[src/sv/ws2s_pkg.sv]
// Shared types and constants for the two-strip WS2812B serializer.
`default_nettype none

package ws2s_pkg;

  // Field widths fixed by the item format.
  localparam int TIME_W       = 16;
  localparam int PIX_CFG_W    = 5;
  localparam int COLOR_W      = 24;
  localparam int POS_W        = 5;
  localparam int CFG_IDX_W    = 3;
  localparam int CFG_DATA_W   = 16;
  localparam int IN_TDATA_W   = 32;
  localparam int OUT_TDATA_W  = 8;

  // Bit position of the first bit of a pixel; bits are sent MSB first.
  localparam logic [POS_W-1:0] POS_FIRST = 5'd23;

  // Register reset values.
  localparam logic [TIME_W-1:0]    BIT_PERIOD_RST = 16'd270;
  localparam logic [TIME_W-1:0]    ONE_HIGH_RST   = 16'd172;
  localparam logic [TIME_W-1:0]    ZERO_HIGH_RST  = 16'd86;
  localparam logic [PIX_CFG_W-1:0] PIXELS_RST     = 5'd4;

  // Configuration register indexes.
  localparam logic [CFG_IDX_W-1:0] REG_BIT_PERIOD = 3'd0;
  localparam logic [CFG_IDX_W-1:0] REG_ONE_HIGH   = 3'd1;
  localparam logic [CFG_IDX_W-1:0] REG_ZERO_HIGH  = 3'd2;
  localparam logic [CFG_IDX_W-1:0] REG_PIXELS_A   = 3'd3;
  localparam logic [CFG_IDX_W-1:0] REG_PIXELS_B   = 3'd4;

  // Item operation codes.
  typedef enum logic [1:0] {
    OP_TICK    = 2'd0,
    OP_SET     = 2'd1,
    OP_SERVICE = 2'd2
  } op_t;

  // Timing and strip length settings.
  typedef struct packed {
    logic [TIME_W-1:0]    bit_period;
    logic [TIME_W-1:0]    one_high;
    logic [TIME_W-1:0]    zero_high;
    logic [PIX_CFG_W-1:0] pixels_a;
    logic [PIX_CFG_W-1:0] pixels_b;
  } cfg_t;

  // Result of one item.
  typedef struct packed {
    logic busy;
    logic line_b;
    logic line_a;
  } res_t;

endpackage

`default_nettype wire

[src/sv/ws2812b_two_strip_serializer_core.sv]
// Two-strip WS2812B serializer: handshake, configuration registers and result register.
// A result appears on out_tvalid in the cycle after its item is accepted.
// Throughput: one item per cycle; the input stalls only while a result waits to be taken.
// The bit counters advance once per tick item, so bit timing follows the tick rate.
// Reset (rst_n low, synchronous) restores the default timing, marks both strips
// pending and empties the result register.
`default_nettype none

module ws2812b_two_strip_serializer_core import ws2s_pkg::*; #(
  parameter int MAX_PIXELS = 16
) (
  input  wire logic                   clk,
  input  wire logic                   rst_n,
  // Items in.
  input  wire logic                   in_tvalid,
  output logic                        in_tready,
  input  wire logic [IN_TDATA_W-1:0]  in_tdata,   // strip, red, green, blue, zero fill
  input  wire logic [1:0]             in_tuser,   // operation
  // Results out.
  output logic                        out_tvalid,
  input  wire logic                   out_tready,
  output logic [OUT_TDATA_W-1:0]      out_tdata,  // line_a, line_b, busy_res, zero fill
  // Configuration writes.
  input  wire logic                   cfg_valid,
  output logic                        cfg_ready,
  input  wire logic [CFG_IDX_W-1:0]   cfg_index,
  input  wire logic [CFG_DATA_W-1:0]  cfg_data
);

  cfg_t  cfg_r;
  res_t  res;
  res_t  res_r;
  logic  out_valid_r, out_valid_nxt;
  logic  in_accept;

  // The result register frees up in the same cycle it is taken.
  assign in_tready = !out_valid_r || out_tready;
  assign in_accept = in_tvalid && in_tready;
  assign cfg_ready = 1'b1;

  ws2s_engine #(
    .MAX_PIXELS (MAX_PIXELS)
  ) u_engine (
    .clk     (clk),
    .rst_n   (rst_n),
    .step_en (in_accept),
    .op      (op_t'(in_tuser)),
    .strip   (in_tdata[0]),
    .red     (in_tdata[8:1]),
    .green   (in_tdata[16:9]),
    .blue    (in_tdata[24:17]),
    .cfg     (cfg_r),
    .res     (res)
  );

  // Configuration registers; unknown indexes are dropped.
  always_ff @(posedge clk) begin
    if (!rst_n) begin
      cfg_r.bit_period <= BIT_PERIOD_RST;
      cfg_r.one_high   <= ONE_HIGH_RST;
      cfg_r.zero_high  <= ZERO_HIGH_RST;
      cfg_r.pixels_a   <= PIXELS_RST;
      cfg_r.pixels_b   <= PIXELS_RST;
    end else if (cfg_valid && cfg_ready) begin
      case (cfg_index)
        REG_BIT_PERIOD: cfg_r.bit_period <= cfg_data;
        REG_ONE_HIGH:   cfg_r.one_high   <= cfg_data;
        REG_ZERO_HIGH:  cfg_r.zero_high  <= cfg_data;
        REG_PIXELS_A:   cfg_r.pixels_a   <= cfg_data[PIX_CFG_W-1:0];
        REG_PIXELS_B:   cfg_r.pixels_b   <= cfg_data[PIX_CFG_W-1:0];
        default: begin
        end
      endcase
    end
  end

  // Result register valid flag.
  always_comb begin
    out_valid_nxt = out_valid_r;
    if (in_accept) begin
      out_valid_nxt = 1'b1;
    end else if (out_tready) begin
      out_valid_nxt = 1'b0;
    end
  end

  always_ff @(posedge clk) begin
    if (!rst_n) begin
      out_valid_r <= 1'b0;
    end else begin
      out_valid_r <= out_valid_nxt;
    end
  end

  // Result payload, loaded with each accepted item.
  always_ff @(posedge clk) begin
    if (in_accept) begin
      res_r <= res;
    end
  end

  assign out_tvalid = out_valid_r;
  assign out_tdata  = {{(OUT_TDATA_W - 3){1'b0}}, res_r.busy, res_r.line_b, res_r.line_a};

endmodule

`default_nettype wire

[src/sv/ws2s_engine.sv]
// Frame state and item processing for the two-strip serializer; each item's result is combinational.
`default_nettype none

module ws2s_engine import ws2s_pkg::*; #(
  parameter int MAX_PIXELS = 16
) (
  input  wire logic        clk,
  input  wire logic        rst_n,
  input  wire logic        step_en,
  input  wire op_t         op,
  input  wire logic        strip,
  input  wire logic [7:0]  red,
  input  wire logic [7:0]  green,
  input  wire logic [7:0]  blue,
  input  wire cfg_t        cfg,
  output res_t             res
);

  localparam int PW_RAW = $clog2(MAX_PIXELS + 1);
  localparam int PW     = (PW_RAW < PIX_CFG_W) ? PIX_CFG_W : PW_RAW;
  localparam logic [PW-1:0] MAX_PX = PW'(MAX_PIXELS);

  logic [1:0][COLOR_W-1:0] strip_color_r, strip_color_nxt;
  logic [1:0]              pending_r, pending_nxt;
  logic                    sending_r, sending_nxt;
  logic                    active_r, active_nxt;
  logic [COLOR_W-1:0]      frame_color_r, frame_color_nxt;
  logic [POS_W-1:0]        pos_r, pos_nxt;
  logic [PW-1:0]           pixel_r, pixel_nxt;
  logic [TIME_W-1:0]       cycle_r, cycle_nxt;
  logic [PW-1:0]           pixel_inc;
  logic                    lvl_now, lvl_next, lvl;
  logic                    busy;

  // Pixel count of a strip, saturated at the largest supported length.
  function automatic logic [PW-1:0] pixel_count(input logic s, input cfg_t c);
    logic [PW-1:0] n;
    n = s ? PW'(c.pixels_b) : PW'(c.pixels_a);
    return (n > MAX_PX) ? MAX_PX : n;
  endfunction

  // Data line level for a given frame position.
  function automatic logic line_level(input logic snd, input logic [COLOR_W-1:0] col,
                                      input logic [POS_W-1:0] pos,
                                      input logic [TIME_W-1:0] cyc, input cfg_t c);
    logic [TIME_W-1:0] high;
    high = col[pos] ? c.one_high : c.zero_high;
    return snd && (cyc < high);
  endfunction

  assign pixel_inc = pixel_r + PW'(1);

  // Next state for the item at the input.
  always_comb begin
    strip_color_nxt = strip_color_r;
    pending_nxt     = pending_r;
    sending_nxt     = sending_r;
    active_nxt      = active_r;
    frame_color_nxt = frame_color_r;
    pos_nxt         = pos_r;
    pixel_nxt       = pixel_r;
    cycle_nxt       = cycle_r;
    case (op)
      OP_TICK: begin
        if (sending_r) begin
          if ({1'b0, cycle_r} + 17'd1 >= {1'b0, cfg.bit_period}) begin
            // Bit done: step to the next bit or pixel; after the last pixel the frame ends.
            cycle_nxt = '0;
            if (pos_r == '0) begin
              pos_nxt   = POS_FIRST;
              pixel_nxt = pixel_inc;
            end else begin
              pos_nxt = pos_r - POS_W'(1);
            end
            if (pixel_nxt >= pixel_count(active_r, cfg)) begin
              sending_nxt = 1'b0;
              pos_nxt     = POS_FIRST;
              pixel_nxt   = '0;
            end
          end else begin
            cycle_nxt = cycle_r + TIME_W'(1);
          end
        end
      end
      OP_SET: begin
        strip_color_nxt[strip] = {green, red, blue};
        pending_nxt[strip]     = 1'b1;
      end
      OP_SERVICE: begin
        // Start a frame on the first pending strip, strip 0 first.
        if (!sending_r && (pending_r != 2'b00)) begin
          active_nxt               = !pending_r[0];
          pending_nxt[active_nxt]  = 1'b0;
          frame_color_nxt          = strip_color_r[active_nxt];
          pos_nxt                  = POS_FIRST;
          pixel_nxt                = '0;
          cycle_nxt                = '0;
          sending_nxt              = (pixel_count(active_nxt, cfg) != '0);
        end
      end
      default: begin
      end
    endcase
  end

  // A tick reports the cycle it consumes; other items report the state they leave.
  assign lvl_now  = line_level(sending_r, frame_color_r, pos_r, cycle_r, cfg);
  assign lvl_next = line_level(sending_nxt, frame_color_nxt, pos_nxt, cycle_nxt, cfg);
  assign lvl      = (op == OP_TICK) ? lvl_now : lvl_next;
  assign busy     = (op == OP_TICK) ? sending_r : sending_nxt;

  always_comb begin
    res.line_a = lvl && (((op == OP_TICK) ? active_r : active_nxt) == 1'b0);
    res.line_b = lvl && (((op == OP_TICK) ? active_r : active_nxt) == 1'b1);
    res.busy   = busy;
  end

  // State registers, updated once per accepted item.
  always_ff @(posedge clk) begin
    if (!rst_n) begin
      strip_color_r <= '0;
      pending_r     <= 2'b11;
      sending_r     <= 1'b0;
      active_r      <= 1'b0;
      frame_color_r <= '0;
      pos_r         <= POS_FIRST;
      pixel_r       <= '0;
      cycle_r       <= '0;
    end else if (step_en) begin
      strip_color_r <= strip_color_nxt;
      pending_r     <= pending_nxt;
      sending_r     <= sending_nxt;
      active_r      <= active_nxt;
      frame_color_r <= frame_color_nxt;
      pos_r         <= pos_nxt;
      pixel_r       <= pixel_nxt;
      cycle_r       <= cycle_nxt;
    end
  end

endmodule

`default_nettype wire
[config.mk]
export PLATFORM = sky130hd
export DESIGN_NAME = ws2812b_two_strip_serializer_core
export DESIGN_NICKNAME = d
export VERILOG_FILES = /design/src/sv/ws2s_pkg.sv /design/src/sv/ws2812b_two_strip_serializer_core.sv /design/src/sv/ws2s_engine.sv
export SDC_FILE = /design/constraint.sdc
export NUM_CORES = 1
export LEC_CHECK = 0
export BUFFER_PORTS_ARGS = -buffer_cell sky130_fd_sc_hd__buf_2
export CORE_MARGIN = 1
export CORE_UTILIZATION = 25
export DETAILED_ROUTE_END_ITERATION = 12
export GPL_TIMING_DRIVEN = 0
export SYNTH_ARGS = -nofsm -noshare
export SYNTH_HDL_FRONTEND = slang
export SYNTH_HIERARCHICAL = 1
export SYNTH_SLANG_ARGS = --single-unit
[constraint.sdc]
create_clock -name clk -period 19.85 [get_ports clk]
set_clock_uncertainty 0.2 [all_clocks]
set_input_delay 0 -clock clk [delete_from_list [all_inputs] [get_ports clk]]
set_output_delay 0 -clock clk [all_outputs]
set_load 0.005 [all_outputs]
==> out/metrics.cfg, run 1 <==
[cells_and_area]
multi_input_area_um2=5830
area_growth_pct=21.1
drive_gt1_frac=0.122
diodes=0
nFillCells=3989
nNetsFinal=1349
register_area_um2=3310

[synth]
synth_edf_count=3
synthTopCellsByCount=nand2_1 (203), dfxtp_1 (161), mux2i_1 (120)
synth_area_um2=9590
synth_cell_type_count=77
yosysMostFrequentCell=nand2_1
netlist.area_leader.share=0.336
synth_area_leaders=dfxtp_1 (34%), mux2i_1 (13%), nand2_1 (7.9%)
synth_flop_cell=dfxtp_1
netlist_instances=1106
yosys_warnings=6
synth-async-reset-ratio=0
synth_area_per_cell_um2=8.67
yosysSeqAreaShare=0.345
synth_top_area_cell=dfxtp_1
ys_seq_elements=164

[setup_path]
critPathKind=reg -> reg
end_kind=flop
crit_arrival_ns=8.60
cp-start-kind=flop
max_stage_delay_ns=1.04
required_ns=19.90
critPathSlowestCell=nor4b_1
worst-path-max-fanout=10
cp_top_family=compound AO/OA/AOI/OAI gates
path_buf_inv=6

[clocking]
cts.sinks=164
numCtsBuffers=17
postCtsSetupBuffers=0
htreeDepth=4
insertion_delay_ns=0.45
cts_tree=yes
clk_pin_slew_worst_paths_ns=0.07
cts_buffer_depth=2
root_buffer=clkbuf_16

[timing]
fmax_mhz=117
max_slew_margin=0.126
holdWs_ns=0.143
post-route-min-period_ns=8.54
hold_viol=0
setup_tns_ns=0
rsz0062_at_grt=no
setup_ws_ns=11.31
min_period_over_period=0.430
tightestPinTransition_ns=1.29
drv_slew=0
setup_viol=0

[route]
via_count=8394
post-route-drc-count=0
firstDrtPassIters=5
ant_nets=0
wire_per_inst_um=15.5
postRouteWirelength_mm=27.4
dr.first_iter.drc_count=578
routed_via_density=4.77

[place]
place.gp.congestion=0.854
dp_hpwl_mm=20.6
dp_worst_setup_slack_ns=11.57
port_buffers=54

[floorplanning]
die_y_um=198
row_count=71
coreArea_um2=37700
initial_core_util=0.255
die_w_um=198
dieArea_um2=39200
num_io_pins=69

[power_and_ir_drop]
total_power_uw=794
vdd_drop_max_mv=0.0619
power.leakage_nw=4.95
p_per_area_nw_per_um2=68.4

[status]
status=completed

[global_routing]
grt_pass1_vias=8176
grt_pass1_wl_mm=43.1
gr-total-overflow=0
grt_max_degree=17
grt_usage=0.142
antenna_found_initial=0

[run]
max_cap_violations=0

[hold_path]
hold_path.class=in -> reg

==> final timing paths <==
check	from	to	slack, ns	depth (start not counted)
max	u_engine/pos_r[0]$_SDFFE_PN1P_	out_tdata[1]$_DFFE_PP_	11.31	34
min	in_tdata[2]	u_engine/strip_color_r[33]$_SDFFE_PN0P_	0.14	4
max reg2reg	u_engine/pos_r[0]$_SDFFE_PN1P_	out_tdata[1]$_DFFE_PP_	11.31	34
min reg2reg	u_engine/strip_color_r[29]$_SDFFE_PN0P_	u_engine/strip_color_r[29]$_SDFFE_PN0P_	0.25	2
==> worst reg2reg max path: cells and delay by family (launching register included) <==
| family | cells | cell delay, ns |
|---|---|---|
| compound gates | 16 | 3.26 |
| xor+xnor | 1 | 0.28 |
| fa+ha+maj | 3 | 0.79 |
| buf+inv | 6 | 1.57 |
| flops | 1 | 0.32 |
| mux | 1 | 0.30 |
| simple gates | 7 | 1.62 |
==> power breakdown <==
part           switching (mW)  internal, mW  total (mW)
logic                  0.0655        0.0506       0.116
registers             0.00948         0.340       0.350
clock network           0.152         0.176       0.328
==> layer usage <==
metal / GRT usage / vias up / part of all wire
met5: 0 / - / 0
met4: 0.0497 / 0 / 0.019
met3: 0.0261 / 38 / 0.039
met2: 0.240 / 194 / 0.48
met1: 0.181 / 3989 / 0.47
li1: - / 4173 / -
==> cell type report <==
cell class | count | share of cell area
multi-input combinational | 840 | 0.502
sequential | 164 | 0.285
timing repair buffer | 107 | 0.0689
tap | 511 | 0.0550
clock buffer | 18 | 0.0369
buffer | 78 | 0.0310
clock inverter | 14 | 0.0122
inverter | 28 | 0.00905
==> cells in the final DEF (no fill, tap or decap), types with 7 or more instances in the layout <==
cell           Yosys  routed
o21ai_0           33      33
o211a_1           17      17
nand2_1          203     203
clkbuf_1          53      54
nor2_1            65      65
inv_1             27      27
buf_4              9       9
a22o_1            10      10
and2_1             7       7
xnor2_1           13      13
mux2i_1          120     120
buf_2              9      63
a21oi_1           42      42
nand2b_1           7       7
nand4_1           17      17
nor2b_1           29      29
a21boi_0          32      32
mux4_2             7       7
nand3_1           24      24
a211oi_1          26      26
ha_1              55      55
dfxtp_1          161     161
dlygate4sd3_1      0      53
o211ai_1           7       7
clkbuf_16          0      17
or2_2             15      15
a21o_1            11      11
==> registers in the layout, summed over array words and instances, names as in the netlist <==
signal	cells
u_engine/sending_r	1
u_engine/strip_color_r	48
cfg_r	58
u_engine/pos_r	5
out_tdata	3
u_engine/frame_color_r	24
u_engine/pending_r	2
out_tvalid	1
u_engine/active_r	1
u_engine/cycle_r	16
u_engine/pixel_r	5
==> cell families after synthesis <==
| kind of cell | after synthesis | share of synthesized area |
|---|---|---|
| compound gates | 221 | 0.168 |
| xor+xnor | 18 | 0.0164 |
| fa+ha+maj | 55 | 0.0717 |
| buf+inv | 106 | 0.0485 |
| flops | 164 | 0.345 |
| mux | 135 | 0.153 |
| other cells | 2 | 0.000783 |
| simple gates | 405 | 0.196 |
==> per-stage QoR <==
step                 util  instance area (um2)  cells
floorplan               -                 9610   1110
global placement    0.279                10500   1675
detailed placement  0.279                10500   1675
CTS                 0.308                11600   1760
global route        0.308                11600   1760
finish              0.308                11600   1760
==> timing repair <==
| item | CTS | global route |
|---|---|---|
| endpoints found under the hold margin | 116 | 0 |
| hold buffers | 53 | 0 |
| gates resized for setup | 0 | 0 |
Note: power is estimated with default switching activity, not from simulation.
==> run 2, diff against run 1 <==
clock period = 7.3 ns   (was 19.85 ns; I/O delays follow)
==> run 2 against run 1 <==
Total power rose to 2.7 times the previous value. Sequential power rose to 2.7 times the previous value. Sequential share of layout area shrank 0.39 points. Cell area rose by 1.4%. Clock power rose to 2.7 times the previous value. Die area did not move. Sequential cell count unchanged. Clock-buffer cell count did not move. Combinational power rose to 2.8 times the previous value. Worst setup slack got worse by 11 ns. Largest cell class unchanged. Largest power group unchanged. Highest routed layer unchanged.
==> out/metrics.cfg, run 2 (synthesis results as in run 1) <==
[status]
status=completed

[cells_and_area]
final_area_um2=11800
final_cells=1767
utilization=0.313
diodes=0
largest_reg_flops=58
drive_gt1_frac=0.137
regMostFlops=cfg_r
reg_top3=cfg_r x58, u_engine/strip_color_r x48, u_engine/frame_color_r x24
nNetsFinal=1356
area_growth_pct=22.8
final_common_cell=nand2_1
final_cell_mix=nand2_1 (203), dfxtp_1 (160), mux2i_1 (119)

[timing]
post-route-min-period_ns=6.90
rsz0062_at_grt=no
max_slew_margin=0.347
min_period_over_period=0.945
hold_viol=0
fmax_mhz=145
setup_tns_ns=0
setup_viol=0
drv_slew=0
tightestPinTransition_ns=0.979
setup_ws_ns=0.401

[setup_path]
critPathMostFrequentCell=a21oi_1
critPathKind=reg -> reg
max_stage_delay_ns=0.53
path_buf_inv=5
required_ns=7.37
cp_top_family=compound AO/OA/AOI/OAI gates
end_kind=flop
worst-path-max-fanout=16
crit_arrival_ns=6.97
critPathSlowestCell=or4_1
cp-start-kind=flop

[global_routing]
gr-total-overflow=0
antenna_found_initial=0
grt_pass1_vias=8199
grt_max_degree=17
grt_pass1_wl_mm=43.3
grt_usage=0.143

[route]
routed_via_density=4.74
firstDrtPassIters=5
postRouteWirelength_mm=27.6
wire_per_inst_um=15.6
dr.first_iter.drc_count=502
via_count=8370
post-route-drc-count=0
ant_nets=0

[floorplanning]
num_io_pins=69
dieArea_um2=39200
row_count=71
die_y_um=198
initial_core_util=0.255
coreArea_um2=37700
die_w_um=198

[hold_path]
hold_path.class=in -> reg

[clocking]
insertion_delay_ns=0.45
htreeDepth=4
cts_tree=yes
clk_pin_slew_worst_paths_ns=0.07
cts.sinks=164
cts_buffer_depth=2
root_buffer=clkbuf_16
numCtsBuffers=17

[place]
place.gp.congestion=0.854
placed_area_um2=10500
dp_hpwl_mm=20.6
port_buffers=54
dp_worst_setup_slack_ns=-0.976
place_inst=1675

[power_and_ir_drop]
seq_power_share=0.438
p_per_area_nw_per_um2=184
clkPwrFrac=0.412
p_sw_frac=0.287
vdd_drop_max_mv=0.162
p_switching_uw=624
p_int_mw=1.55
p_comb_frac=0.150
power.leakage_nw=5.02

[run]
max_cap_violations=0

## run 2: cell types whose count changed in the layout (fill, tap and decap cells not counted), moves of 2 or more
cell / previous run / this run
buf_2: 63 / 61
a31oi_1: 3 / 1
clkbuf_4: 0 / 2
buf_4: 9 / 17
clkbuf_1: 54 / 52
a31oi_2: 0 / 2
## run 2: final cells by class
class	instances	area, um2
fill	3991	25900
inverter	28	105
clock inverter	14	141
tap	511	639
clock buffer	18	429
multi-input combinational	840	5920
sequential	164	3310
timing repair buffer	115	861
buffer	77	373
## run 2: power by group through the flow
| stage | clock network [mW] | logic, mW | registers, mW |
|---|---|---|---|
| global route | 0.949 | 0.357 | 0.954 |
| CTS | 0.912 | 0.318 | 0.951 |
| finish | 0.894 | 0.325 | 0.951 |
| detailed placement | 0 | 0.291 | 0.971 |
| global placement | 0 | 0.287 | 0.970 |
| floorplan | 0 | 0.204 | 0.962 |
## run 2: worst paths after layout
kind | startpoint | depth (start not counted) | slack, ns | end
hold reg to reg | u_engine/strip_color_r[29]$_SDFFE_PN0P_ | 2 | 0.25 | u_engine/strip_color_r[29]$_SDFFE_PN0P_
setup reg to reg | u_engine/pos_r[0]$_SDFFE_PN1P_ | 34 | 0.40 | out_tdata[0]$_DFFE_PP_
setup / recovery | u_engine/pos_r[0]$_SDFFE_PN1P_ | 34 | 0.40 | out_tdata[0]$_DFFE_PP_
hold / removal | in_tuser[0] | 4 | 0.13 | u_engine/sending_r$_SDFFE_PN0P_
## run 2: layer usage
layer / up-vias / track usage / part of all wire
li1: 4189 / - / -
met1: 3966 / 0.181 / 0.46
met2: 176 / 0.241 / 0.47
met3: 39 / 0.0267 / 0.039
met4: 0 / 0.0528 / 0.022
met5: - / 0 / 0
## run 2: what timing repair did
action / in CTS / in global routing
endpoints found under the hold margin: 116 / 0
pin swaps: 1 / 4
setup buffers: 1 / 7
endpoints found under the setup margin: 2 / 2
hold buffers: 53 / 0
gates resized for setup: 7 / 19
## run 2: through the flow
step	hold slack [ns]	total power [mW]
floorplan	-0.0854	1.17
global placement	0.0525	1.26
detailed placement	0.0601	1.26
CTS	0.0829	2.18
global route	0.148	2.26
finish	0.133	2.17
## run 2: worst register-to-register path: cells and delay by family, from the launching register on
kind | cells | cell delay (ns)
AO/OA/AOI/OAI | 13 | 2.26
XOR/XNOR | 1 | 0.15
adder cells (fa/ha/maj) | 3 | 0.83
buffers and inverters | 5 | 0.94
flip-flops | 1 | 0.33
multiplexers | 1 | 0.24
AND/OR/NAND/NOR | 11 | 1.76
==> run 3, diff against run 2 <==
--- a/config.mk
+++ b/config.mk
@@ -12,2 +12,3 @@
 export GPL_TIMING_DRIVEN = 0
+export RECOVER_POWER = 100
 export SYNTH_ARGS = -nofsm -noshare
==> constraint.sdc (replaced) <==
create_clock -name clk -period 7.3 [get_ports clk]
set_clock_uncertainty 0.2 [all_clocks]
set_input_delay 1.095 -clock clk [delete_from_list [all_inputs] [get_ports clk]]
set_output_delay 1.095 -clock clk [all_outputs]
set_load 0.005 [all_outputs]
==> run 3 against run 2 <==
Hold slack improved by 0.12 ns. Wire length fell by 1.1%. Register-to-register slack barely moved. Worst setup slack worse by 0.012 ns. Non-clock buffer count decreased by 53. Combinational power is 7.1% lower. Critical endpoint unchanged.
==> out/metrics.cfg, run 3 (synthesis results as in run 1) <==
[timing]
drv_slew=0
setup_ws_ns=0.389
tightestPinTransition_ns=0.985
min_period_over_period=0.947
hold_viol=0
setup_viol=0
max_slew_margin=0.343
fmax_mhz=145
rsz0062_at_grt=no
post-route-min-period_ns=6.91

[route]
dr_wl_met3_mm=1.04
ant_nets=0
firstDrtPassIters=5
route.met2.wl_mm=13.0
post-route-drc-count=0
postRouteWirelength_mm=27.3
wl_met1_mm=12.7
wire_per_inst_um=15.9
dr.first_iter.drc_count=523
highest_layer=met4
routed_via_density=4.78
via_count=8196

[cells_and_area]
final_common_cell=nand2_1
drive_gt1_frac=0.139
area_growth_pct=17.2
reg_top3=cfg_r x58, u_engine/strip_color_r x48, u_engine/frame_color_r x24
final_cells=1715
nNetsFinal=1303
regMostFlops=cfg_r
largest_reg_flops=58
final_cell_mix=nand2_1 (203), dfxtp_1 (160), mux2i_1 (120)

[clocking]
root_buffer=clkbuf_16
htreeDepth=4
clk_pin_slew_worst_paths_ns=0.07
numCtsBuffers=17
insertion_delay_ns=0.45
cts_tree=yes
cts_buffer_depth=2
cts.sinks=164

[setup_path]
end_kind=flop
max_stage_delay_ns=0.53
critPathKind=reg -> reg
crit_arrival_ns=6.98
worst-path-max-fanout=16
critPathMostFrequentCell=a21oi_1
required_ns=7.37
critPathSlowestCell=or4_1
cp-startpoint=u_engine/pos_r[0]$_SDFFE_PN1P_
r2r-start=u_engine/pos_r[0]$_SDFFE_PN1P_
cp-start-kind=flop

[power_and_ir_drop]
power.leakage_nw=4.79
p_per_area_nw_per_um2=191
vdd_drop_max_mv=0.161

[hold_path]
hold_start=u_engine/strip_color_r[29]$_SDFFE_PN0P_
hold_path.class=reg -> reg

[floorplanning]
die_w_um=198
initial_core_util=0.255
num_io_pins=69
dieArea_um2=39200
die_y_um=198
coreArea_um2=37700
row_count=71

[global_routing]
grt_usage=0.142
gr-total-overflow=0
antenna_found_initial=1
grt_max_degree=17
grt_pass1_vias=8009
grt_pass1_wl_mm=42.8

[status]
status=completed

[run]
max_cap_violations=0

[place]
port_buffers=54
place_inst=1675
place.gp.congestion=0.854
dp_hpwl_mm=20.6
dp_worst_setup_slack_ns=-0.976

run 3: final cells by class:
class	instances	area [um2]
fill	4023	26400
multi-input combinational	840	5910
sequential	164	3310
tap	511	639
clock buffer	18	429
buffer	77	372
timing repair buffer	62	328
clock inverter	14	141
inverter	28	105
antenna	1	2.50
run 3: path summary, 6_finish.rpt:
kind | endpoint | depth (start not counted) | slack [ns]
setup / recovery | out_tdata[0]$_DFFE_PP_ | 34 | 0.39
hold / removal | u_engine/strip_color_r[29]$_SDFFE_PN0P_ | 2 | 0.25
setup reg to reg | out_tdata[0]$_DFFE_PP_ | 34 | 0.39
hold reg to reg | u_engine/strip_color_r[29]$_SDFFE_PN0P_ | 2 | 0.25
run 3: routing by layer:
| metal | vias up | GRT usage |
|---|---|---|
| met5 | - | 0 |
| met2 | 177 | 0.236 |
| met3 | 36 | 0.0279 |
| li1 | 4081 | - |
| met1 | 3902 | 0.180 |
| met4 | 0 | 0.0548 |
run 3: worst max-delay path, delay by kind of cell, from the launching register on:
family / cells / cell delay, ns
DFF: 1 / 0.33
muxes: 1 / 0.23
and+or+nand+nor: 11 / 1.75
buffers and inverters: 5 / 0.93
adders and majority gates: 3 / 0.83
xor gates and xnor gates: 1 / 0.15
AOI/OAI and AO/OA: 13 / 2.27
run 3: where the power goes:
group / switching (mW) / total [mW] / leakage, nW / internal (mW)
clock: 0.413 / 0.892 / 0.272 / 0.479
combinational: 0.178 / 0.302 / 3.18 / 0.124
sequential: 0.0258 / 0.951 / 1.34 / 0.925
total: 0.617 / 2.15 / 4.79 / 1.53
run 3: what timing repair did:
item,in CTS,in global routing
endpoints found under the setup margin,2,2
hold buffers,0,0
resized for setup,7,19
pin swaps,1,4
buffers inserted,1,7
run 3: metrics by stage:
step	setup TNS (ns)	hold slack, ns	total power [mW]	util	instance area [um2]
global placement	-1.65	0.243	1.26	0.279	10500
global route	0	0.273	2.24	0.298	11200
finish	0	0.254	2.15	0.298	11200
CTS	0	0.255	2.16	0.295	11100
detailed placement	-1.93	0.246	1.26	0.279	10500
floorplan	0	0.234	1.17	-	9610
